`config.mk`:
```
export PLATFORM = sky130hd
export DESIGN_NAME = motion_platform_power_sequencer
export DESIGN_NICKNAME = d
export VERILOG_FILES = /design/src/rtl/mpps_pkg.sv /design/src/rtl/motion_platform_power_sequencer.sv
export SDC_FILE = /design/constraint.sdc
export NUM_CORES = 1
export LEC_CHECK = 0
export BUFFER_PORTS_ARGS = -buffer_cell sky130_fd_sc_hd__buf_2
export CORE_ASPECT_RATIO = 1.4
export CORE_MARGIN = 3
export CORE_UTILIZATION = 35
export DETAILED_ROUTE_END_ITERATION = 12
export PLACE_DENSITY = 0.51
export SKIP_CTS_REPAIR_TIMING = 1
export SLEW_MARGIN = 20
export SYNTH_ARGS = -nofsm -noshare
export SYNTH_HDL_FRONTEND = slang
export SYNTH_SLANG_ARGS = --single-unit
```
`constraint.sdc`:
```
create_clock -name clk -period 8 [get_ports clk]
set_input_delay 0.4 -clock clk [delete_from_list [all_inputs] [get_ports clk]]
set_output_delay 0.4 -clock clk [all_outputs]
set_load 0.02 [all_outputs]
```
`src/rtl/mpps_pkg.sv`:
```
package mpps_pkg;

  typedef enum logic [2:0] {
    OP_TICK        = 3'd0,
    OP_ON          = 3'd1,
    OP_OFF         = 3'd2,
    OP_PLAY        = 3'd3,
    OP_STOP        = 3'd4,
    OP_READY       = 3'd5,
    OP_READY_NO_OR = 3'd6
  } op_t;

  typedef enum logic [2:0] {
    M_OFF        = 3'd0,
    M_INIT       = 3'd1,
    M_READY      = 3'd2,
    M_READY_PLAY = 3'd3,
    M_PLAY       = 3'd4,
    M_END        = 3'd5
  } main_mode_t;

  typedef enum logic [3:0] {
    S_OFF          = 4'd0,
    S_START_MOTION = 4'd1,
    S_INIT         = 4'd2,
    S_START        = 4'd3,
    S_ORIGIN       = 4'd4,
    S_ORIGIN_STOP  = 4'd5,
    S_STOP_READY   = 4'd6,
    S_READY        = 4'd7,
    S_LOAD         = 4'd8,
    S_PLAYING      = 4'd9,
    S_END          = 4'd10,
    S_END_STOP     = 4'd11,
    S_RESTART      = 4'd12,
    S_STOP_MOTION  = 4'd13,
    S_STOP         = 4'd14,
    S_DELAY        = 4'd15
  } sub_mode_t;

  typedef enum logic [1:0] {
    CMD_SERVO_ON  = 2'd0,
    CMD_START     = 2'd1,
    CMD_STOP      = 2'd2,
    CMD_SERVO_OFF = 2'd3
  } cmd_code_t;

  typedef enum logic [2:0] {
    REG_SERVO_ON_WAIT    = 3'd0,
    REG_STOP_SETTLE_WAIT = 3'd1,
    REG_SHORT_WAIT       = 3'd2,
    REG_RETURN_WAIT      = 3'd3,
    REG_SERVO_OFF_WAIT   = 3'd4
  } reg_index_t;

  localparam int unsigned TimeW = 16;
  localparam int unsigned WaitW = 18;
  localparam int unsigned PlayW = 32;

  localparam logic [TimeW-1:0] ServoOnWaitReset    = 16'd1000;
  localparam logic [TimeW-1:0] StopSettleWaitReset = 16'd3000;
  localparam logic [TimeW-1:0] ShortWaitReset      = 16'd100;
  localparam logic [TimeW-1:0] ReturnWaitReset     = 16'd1000;
  localparam logic [TimeW-1:0] ServoOffWaitReset   = 16'd1000;

endpackage

```
`src/rtl/motion_platform_power_sequencer.sv`:
```
// Channel  | Handshake             | Payload
// input    | in_valid / in_ready   | op, elapsed_ms
// output   | out_valid / out_ready | command_valid, command_code, main_state,
//          |                       | detail_state, play_accepted, play_time_ms
// config   | cfg_write             | cfg_index, cfg_data
// A request is held in the input register, and its result is loaded into the result
// register when the output side can take it; the result is offered from there.
// One request is accepted in every cycle while the output side keeps taking results.
// A stalled result holds the result register, and the input register then fills.
// Synchronous reset returns the sequence to off with cleared play time and loads
// the default wait times.
module motion_platform_power_sequencer (
  input  logic                      clk,
  input  logic                      rst,
  input  logic                      in_valid,
  output logic                      in_ready,
  input  logic [2:0]                op,
  input  logic [15:0]               elapsed_ms,
  output logic                      out_valid,
  input  logic                      out_ready,
  output logic                      command_valid,
  output logic [1:0]                command_code,
  output logic [2:0]                main_state,
  output logic [3:0]                detail_state,
  output logic                      play_accepted,
  output logic [31:0]               play_time_ms,
  input  logic                      cfg_write,
  input  logic [2:0]                cfg_index,
  input  logic [15:0]               cfg_data
);
  import mpps_pkg::*;

  logic [TimeW-1:0] servo_on_wait;
  logic [TimeW-1:0] stop_settle_wait;
  logic [TimeW-1:0] short_wait;
  logic [TimeW-1:0] return_wait;
  logic [TimeW-1:0] servo_off_wait;

  logic             req_valid;
  logic [2:0]       req_op;
  logic [TimeW-1:0] req_elapsed;

  main_mode_t       main_mode, main_next;
  sub_mode_t        sub_mode, sub_next;
  logic [WaitW-1:0] wait_remaining, wait_next;
  sub_mode_t        after_wait, after_next;
  logic [PlayW-1:0] play_total, play_next;
  logic             cmd_valid_next;
  cmd_code_t        cmd_code_next;
  logic             accepted_next;
  logic [PlayW:0]   play_sum;
  logic             advance;

  assign advance  = !out_valid || out_ready;
  assign in_ready = !req_valid || advance;
  assign play_sum = {1'b0, play_total} + {{(PlayW-TimeW+1){1'b0}}, req_elapsed};

  always_ff @(posedge clk) begin
    if (rst) begin
      servo_on_wait    <= ServoOnWaitReset;
      stop_settle_wait <= StopSettleWaitReset;
      short_wait       <= ShortWaitReset;
      return_wait      <= ReturnWaitReset;
      servo_off_wait   <= ServoOffWaitReset;
    end else if (cfg_write) begin
      case (cfg_index)
        REG_SERVO_ON_WAIT:    servo_on_wait    <= cfg_data;
        REG_STOP_SETTLE_WAIT: stop_settle_wait <= cfg_data;
        REG_SHORT_WAIT:       short_wait       <= cfg_data;
        REG_RETURN_WAIT:      return_wait      <= cfg_data;
        REG_SERVO_OFF_WAIT:   servo_off_wait   <= cfg_data;
        default: ;
      endcase
    end
  end

  always_comb begin
    main_next      = main_mode;
    sub_next       = sub_mode;
    wait_next      = wait_remaining;
    after_next     = after_wait;
    play_next      = play_total;
    cmd_valid_next = 1'b0;
    cmd_code_next  = CMD_SERVO_ON;
    accepted_next  = 1'b0;
    case (req_op)
      OP_TICK: begin
        case (sub_mode)
          S_OFF: main_next = M_OFF;
          S_START_MOTION: sub_next = S_INIT;
          S_INIT: begin
            cmd_valid_next = 1'b1;
            cmd_code_next  = CMD_SERVO_ON;
            sub_next       = S_DELAY;
            wait_next      = {2'b00, servo_on_wait};
            after_next     = S_STOP_READY;
          end
          S_START: begin
            main_next      = M_READY_PLAY;
            cmd_valid_next = 1'b1;
            cmd_code_next  = CMD_START;
            sub_next       = S_DELAY;
            wait_next      = {2'b00, short_wait};
            after_next     = S_PLAYING;
          end
          S_ORIGIN: begin
            sub_next   = S_DELAY;
            wait_next  = '0;
            after_next = S_READY;
          end
          S_ORIGIN_STOP: begin
            sub_next   = S_DELAY;
            wait_next  = {2'b00, return_wait};
            after_next = S_STOP_READY;
          end
          S_STOP_READY: begin
            cmd_valid_next = 1'b1;
            cmd_code_next  = CMD_STOP;
            sub_next       = S_DELAY;
            wait_next      = {2'b00, stop_settle_wait};
            after_next     = S_READY;
          end
          S_READY: main_next = M_READY;
          S_LOAD: begin
            sub_next   = S_DELAY;
            wait_next  = {2'b00, short_wait};
            after_next = S_START;
          end
          S_PLAYING: begin
            main_next = M_PLAY;
            play_next = play_sum[PlayW] ? '1 : play_sum[PlayW-1:0];
          end
          S_END: begin
            sub_next   = S_DELAY;
            wait_next  = {2'b00, return_wait};
            after_next = S_END_STOP;
          end
          S_END_STOP: begin
            cmd_valid_next = 1'b1;
            cmd_code_next  = CMD_STOP;
            sub_next       = S_DELAY;
            wait_next      = {2'b00, stop_settle_wait};
            after_next     = S_STOP;
          end
          S_RESTART: ;
          S_STOP_MOTION: sub_next = S_END;
          S_STOP: begin
            cmd_valid_next = 1'b1;
            cmd_code_next  = CMD_SERVO_OFF;
            sub_next       = S_DELAY;
            wait_next      = {2'b00, servo_off_wait};
            after_next     = S_OFF;
          end
          S_DELAY: begin
            if ({2'b00, req_elapsed} > wait_remaining) begin
              sub_next = after_wait;
            end else begin
              wait_next = wait_remaining - {2'b00, req_elapsed};
            end
          end
          default: ;
        endcase
      end
      OP_ON: begin
        main_next = M_INIT;
        sub_next  = S_START_MOTION;
      end
      OP_OFF: begin
        main_next = M_END;
        sub_next  = S_STOP_MOTION;
      end
      OP_PLAY: begin
        case (main_mode)
          M_READY_PLAY: accepted_next = 1'b1;
          M_PLAY: begin
            accepted_next = 1'b1;
            if (sub_mode == S_DELAY) begin
              sub_next = S_START;
            end
          end
          M_READY: begin
            accepted_next = 1'b1;
            sub_next      = S_START;
          end
          default: ;
        endcase
      end
      OP_STOP: begin
        if (main_mode == M_READY_PLAY || main_mode == M_PLAY) begin
          sub_next  = S_ORIGIN_STOP;
          play_next = '0;
        end
      end
      OP_READY: begin
        sub_next  = S_ORIGIN_STOP;
        play_next = '0;
      end
      OP_READY_NO_OR: begin
        play_next  = '0;
        sub_next   = S_DELAY;
        wait_next  = {2'b00, short_wait};
        after_next = S_STOP_READY;
      end
      default: ;
    endcase
  end

  always_ff @(posedge clk) begin
    if (rst) begin
      req_valid <= 1'b0;
    end else if (in_ready) begin
      req_valid <= in_valid;
    end
    if (in_ready) begin
      req_op      <= op;
      req_elapsed <= elapsed_ms;
    end
  end

  always_ff @(posedge clk) begin
    if (rst) begin
      main_mode      <= M_OFF;
      sub_mode       <= S_OFF;
      wait_remaining <= '0;
      after_wait     <= S_OFF;
      play_total     <= '0;
      out_valid      <= 1'b0;
    end else if (req_valid && advance) begin
      main_mode      <= main_next;
      sub_mode       <= sub_next;
      wait_remaining <= wait_next;
      after_wait     <= after_next;
      play_total     <= play_next;
      out_valid      <= 1'b1;
    end else if (out_ready) begin
      out_valid <= 1'b0;
    end
    if (req_valid && advance) begin
      command_valid <= cmd_valid_next;
      command_code  <= cmd_valid_next ? cmd_code_next : CMD_SERVO_ON;
      main_state    <= main_next;
      detail_state  <= sub_next;
      play_accepted <= accepted_next;
      play_time_ms  <= play_next;
    end
  end

endmodule

```
[Yosys cells after proc, flatten, opt, wreduce, memory -nomap -nowiden]
Cells that the tools add are included.
Storage, ports and cells
  memories kept: 0
  flip-flop bits (word level): 205
  RAM bits: 0
  latch bits: 0
  bits in read-only memories: 0
  output and inout bits: 45
Operators by class
  muxes and demuxes: 23
  equality and inequality tests: 30
  $mul: 0
  divide/modulo/power cells: 0
  $lt $le $gt $ge: 1
  bitwise gates (word level): 0
  reductions and logical operators: 28
  add/sub/neg operators: 2
  shift-type cells: 0
Operator list (count)
  18-bit case mux with 7 select lines: 1
  32-bit two-way mux: 3
  32-bit case mux with 3 select lines: 1
  4-bit case mux with 7 select lines: 2
  18-bit case mux with 2 select lines: 1
  32-bit by 16-bit adder with 33-bit output: 1
  4-bit == test, second input constant: 7
  3-bit by 2-bit == test with 1-bit output, second input constant: 6
  16-bit by 18-bit greater-than comparator with 1-bit output: 1
  18-bit two-way mux: 1
  18-bit by 16-bit subtractor with 18-bit output: 1
  4-bit by 3-bit == test with 1-bit output, second input constant: 4
  4-bit case mux with 2 select lines: 2
  4-bit case mux with 4 select lines: 1
  3-bit == test, second input constant: 5
  4-bit two-way mux: 3
  3-bit case mux with 4 select lines: 1
  2-bit AND reduction: 6
  2-bit OR reduction: 6
  3-bit case mux with 3 select lines: 1
  9-bit OR reduction: 1
  4-bit by 2-bit == test with 1-bit output, second input constant: 2
  8-bit by 3-bit != test with 1-bit output, second input constant: 1
  8-bit by 5-bit != test with 1-bit output, second input constant: 1
  other kinds (15): 25

[Longest topological paths before layout]
  depth in word-level cells: 5
  depth in mapped cells: 13
  depth with buffers taken out: 11

[Least setup slack after synthesis]
OpenSTA, ideal clock, no wires.
  path kind: reg-to-reg
  from: register req_elapsed[0]
  to: register play_time_ms[19] (data pin)
  path buffers: 0
  arrival: 2502 ps
  setup slack: 5241 ps
  cell stages (with the launch flop): 10
  period minus slack after synthesis: 2759 ps
  cell sequence: edfxtp_1 -> ha_1 -> fa_1 -> a211o_1 -> a21oi_2 -> or3_4 -> a21oi_4 -> o21ai_1 -> o21ai_0 -> a22o_1
Between the ends
  cells in the longest elaborated chain, start to end: 4
RTL lines
  start: declaration: line motion_platform_power_sequencer.sv:41  | logic [TimeW-1:0] req_elapsed;
  start signal: assignment: line motion_platform_power_sequencer.sv:216  | req_elapsed <= elapsed_ms;
  32-bit by 16-bit adder with 33-bit output: line motion_platform_power_sequencer.sv:56  | assign play_sum = {1'b0, play_total} + {{(PlayW-TimeW+1){1'b0}}, req_elapsed};
  32-bit two-way mux: line motion_platform_power_sequencer.sv:131  | play_next = play_sum[PlayW] ? '1 : play_sum[PlayW-1:0];
  32-bit two-way mux: line motion_platform_power_sequencer.sv:88  | case (sub_mode)
  32-bit case mux with 3 select lines: line motion_platform_power_sequencer.sv:86  | case (req_op)
  via play_next[19]: line motion_platform_power_sequencer.sv:47  | logic [PlayW-1:0] play_total, play_next;
  end signal: assignment: line motion_platform_power_sequencer.sv:244  | play_time_ms <= play_next;
  end: declaration: line motion_platform_power_sequencer.sv:26  | output logic [31:0] play_time_ms,
The timed path passes the listed nets, and every way through them passes these cells.
A chain may end at the register's enable or synchronous reset.

[Final worst setup path]
  from: register req_elapsed[0]
  to: register play_time_ms[3] (data pin)
The elaborated chain is that of the path after synthesis.

==> run summary <==
The routed layout has 10,412 vias. The tool flagged a number of max-cap violations equal to 0. Y dimension of the die: 220 um. For this run, the detailed router's first-pass iteration total came to 7. The tools report the number of primary I/O pins as 88. In this run the power density over the cells is 192 nW/um^2. Derived from the worst setup path, the maximum achievable clock frequency is 0.295 GHz. For the initial cell density of the core, the log shows 0.358. Setup repair after global routing left no endpoint under its margin.

The critical path is of the register to register type. Fill cells in the final layout number 3,286. Among all flip-flop cells after synthesis, the most frequent one is dfxtp_1. The logs give 65 for the largest net degree at the start of global routing and 0 for the final routed DRC violation total. The fraction of the cycle the final worst path needs came out at 0.424.

The number of antenna violations at the first check in global routing was 0. From left edge to right edge, the die measures 159 um. Detailed placement finished with a half-perimeter wire length of 24.1 mm. The endpoint class of the critical path is a register.

For the pin with the worst max-slew slack, the measured transition is 0.966 ns. Before CTS, the worst setup slack after placement is 4.50 ns. The run gives 15.4 mm as the sum of routed wire segments on met1.

Top routing layer in use: met4. The via count of the first global-routing pass is 9,803, and the total length of routed wires is 35.3 mm. Most frequent cell after synthesis: nand2_1. TritonCTS built the clock tree. The run gives 0.354 as the headroom to the max-slew limit. The core region area is 31,900 sq um. Yosys mapped a number of flops with a built-in enable equal to 62. At the later pin of the worst-skew pair, clock insertion delay measures 0.55 ns. No sink is reached through more buffers than the 3 on the longest clock path. For the clock group share of total power, the log shows 0.435.

The tools report the sort of element at the start of the critical path as a register. The tools report the number of nets produced by synthesis as 1,451. Net count reported at finish: 1,481. IR analysis of the VDD net gives a maximum drop of 0.135 mV. On the worst path, the slowest cell contributes a delay of 0.46 ns. CTS placed an instance of clkbuf_16 at the clock tree root. The switching portion of total power works out to 0.267. The run gives 34,900 sq um as the die footprint.

Async set-reset flop share out of synthesis: 0. In this run the worst hold path is classified as primary input to register. The fraction of post-synthesis cell area in the top cell type by area works out to 0.250.

The portion of total power attributed to combinational logic came out at 0.108. The flow ran to the end, and the final reports show no timing, DRC or antenna violations. The number of placement rows is 77.

The logs give 0.413 for the sequential area share after synthesis and 0.0333 ns for the worst clock skew on the final layout. The run gives 0 as the total count of max-transition violations in the final report. After synthesis, the cell types taking the most area are dfxtp_1 (25%), edfxtp_1 (16%), nand2_1 (8.2%). The largest fanout of any net on the critical path is 44. Once detail routing completed, the nets flagged for antenna violations numbered 0. In this run the static leakage power is 4.81 nW. STA puts the critical path data arrival time at 3.68 ns. Post-CTS clock slew at the launch and capture registers of the worst setup and hold paths: 0.06 ns. The run gives 92 as the number of distinct library cell variants in the gate-level netlist after synthesis.

The net switching power figure was 0.662 mW. After layout, the minimum clock period comes to 3.39 ns. The area growth from synthesis to layout is 12.9%. The number of warning messages in the yosys log was 0. The number of clock buffers added by TritonCTS is 23. The total overflow reported by the global router was 0; the cell area after technology mapping was 11,400 sq um. Input and output buffers added on the ports amount to 87. The H-tree depth came out at 1. The tools report the data required time of the worst path as 8.29 ns. Dividing the detail-routed via count by the number of cells gives 5.61. Cell internal power was estimated by the tool at 1.81 mW. The signal on the critical path passes through ha_1, fa_1, a211o_1, a21oi_2, nor3_1, o2111ai_1, nand2_2, o21ai_0, a22oi_1. The final count of hold timing violations is 0. The DRC violation total after the first TritonRoute iteration was 536. The sequential group share of total power came out at 0.458.

The cell family contributing the most delay on the critical path is compound AO/OA/AOI/OAI gates. Synthesis inferred 205 register bits. The run gives 0.196 as the total routing usage reported by global routing.

The routed length on met3 is 1.60 mm, and the clock net sink count is 205. The first global-routing pass estimated 55.7 mm of wire. The number of buffers and inverters on the critical path is 0. Average detailed-routed wire length per instance: 19.0 um. Dividing the synthesized area by the synthesized cell count gives 8.32 sq um.

The worst path setup slack after routing was 4.61 ns. The share of final-layout standard cells stronger than drive strength 1 is 0.120, and the slack of the worst reg-to-reg path is 4.61 ns. The routability-driven placement congestion ratio was 0.856; the power after layout was 2.47 mW. The total negative slack for setup checks was 0 ns.

For this design, the slowest cell found on the critical path is nand2_2. Synthesis handed over a netlist of 1,374 instances. The commonest cells after synthesis are nand2_1 (250), dfxtp_1 (143), a21oi_1 (135), o21ai_0 (83), clkbuf_1 (68).

The setup violation total in the final timing report is 0. Sum of met2 wire segment lengths after detailed routing: 17.5 mm. The tools report the final antenna diode count as 0. The largest area contributor in the synthesized netlist is dfxtp_1.
flip-flops by register name (all words and copies together), names as in the netlist:
register / flops
stop_settle_wait: 16
after_wait: 4
main_mode: 3
play_accepted: 1
play_time_ms: 32
req_elapsed: 16
req_valid: 1
play_total: 32
return_wait: 16
wait_remaining: 18
servo_off_wait: 16
short_wait: 16
sub_mode: 4
main_state: 3
command_valid: 1
servo_on_wait: 16
out_valid: 1
req_op: 3
command_code: 2
detail_state: 4
worst reg2reg max path, delay by kind of cell (launching register included):
kind            cells  cell delay, ns
compound gates      5            1.45
fa+ha+maj           2            0.67
flops               1            0.43
simple gates        2            0.60
layer usage:
metal,vias to the layer above,track usage
met1,4913,0.253
met3,49,0.0212
met4,0,0.0546
met2,293,0.351
li1,5157,-
met5,-,0
power by group through the flow:
stage	logic [mW]	registers, mW	clock network (mW)
after floorplan	0.174	1.15	0
after global placement	0.265	1.15	0
after detailed placement	0.265	1.15	0
after CTS	0.267	1.13	1.10
after global routing	0.293	1.14	1.13
final	0.266	1.13	1.08
final timing paths:
check        cells past startpoint           endpoint              start
max                              9    play_time_ms[3]     req_elapsed[0]
max reg2reg                      9    play_time_ms[3]     req_elapsed[0]
min                              1    req_elapsed[11]     elapsed_ms[11]
min reg2reg                      2  servo_on_wait[13]  servo_on_wait[13]
area by class of cell:
type | instances | area [sq um] | area share
flip-flops and latches | 205 | 4720 | 0.366
clock buffers | 31 | 631 | 0.0489
repair buffers | 102 | 551 | 0.0427
inverters | 38 | 143 | 0.0111
multi-input cells | 1034 | 6190 | 0.480
well taps | 434 | 543 | 0.0421
clock inverters | 11 | 121 | 0.00941
kinds of logic (layout without fill, tap and decap cells):
family,Yosys count,count (layout),share of synthesized area
xor+xnor,20,20,0.0153
mux,4,4,0.00361
fa+ha+maj,35,35,0.0394
compound gates,460,460,0.271
buf+inv,135,182,0.0474
simple gates,515,515,0.210
flops,205,205,0.413
through the flow:
stage / hold WS [ns] / instance area [sq um] / utilization / instances
floorplan: 0.432 / 11400 / - / 1374
global placement: 0.440 / 12100 / 0.381 / 1813
detailed placement: 0.444 / 12100 / 0.381 / 1813
CTS: -0.00273 / 12900 / 0.404 / 1855
global route: 0.0126 / 12900 / 0.404 / 1855
finish: 0.0255 / 12900 / 0.404 / 1855
layout by cell type, fill, tap and decap left out, types with 19 or more instances in the layout:
| cell type | count |
|---|---|
| a21oi_1 | 135 |
| nand3_1 | 61 |
| clkbuf_16 | 23 |
| nand2_1 | 250 |
| buf_2 | 86 |
| nor2_1 | 63 |
| a31oi_1 | 20 |
| a211oi_1 | 23 |
| dfxtp_1 | 143 |
| nor3_1 | 29 |
| o21ai_0 | 83 |
| edfxtp_1 | 62 |
| inv_1 | 37 |
| ha_1 | 32 |
| a21o_1 | 19 |
(Power assumes the default switching activity.)
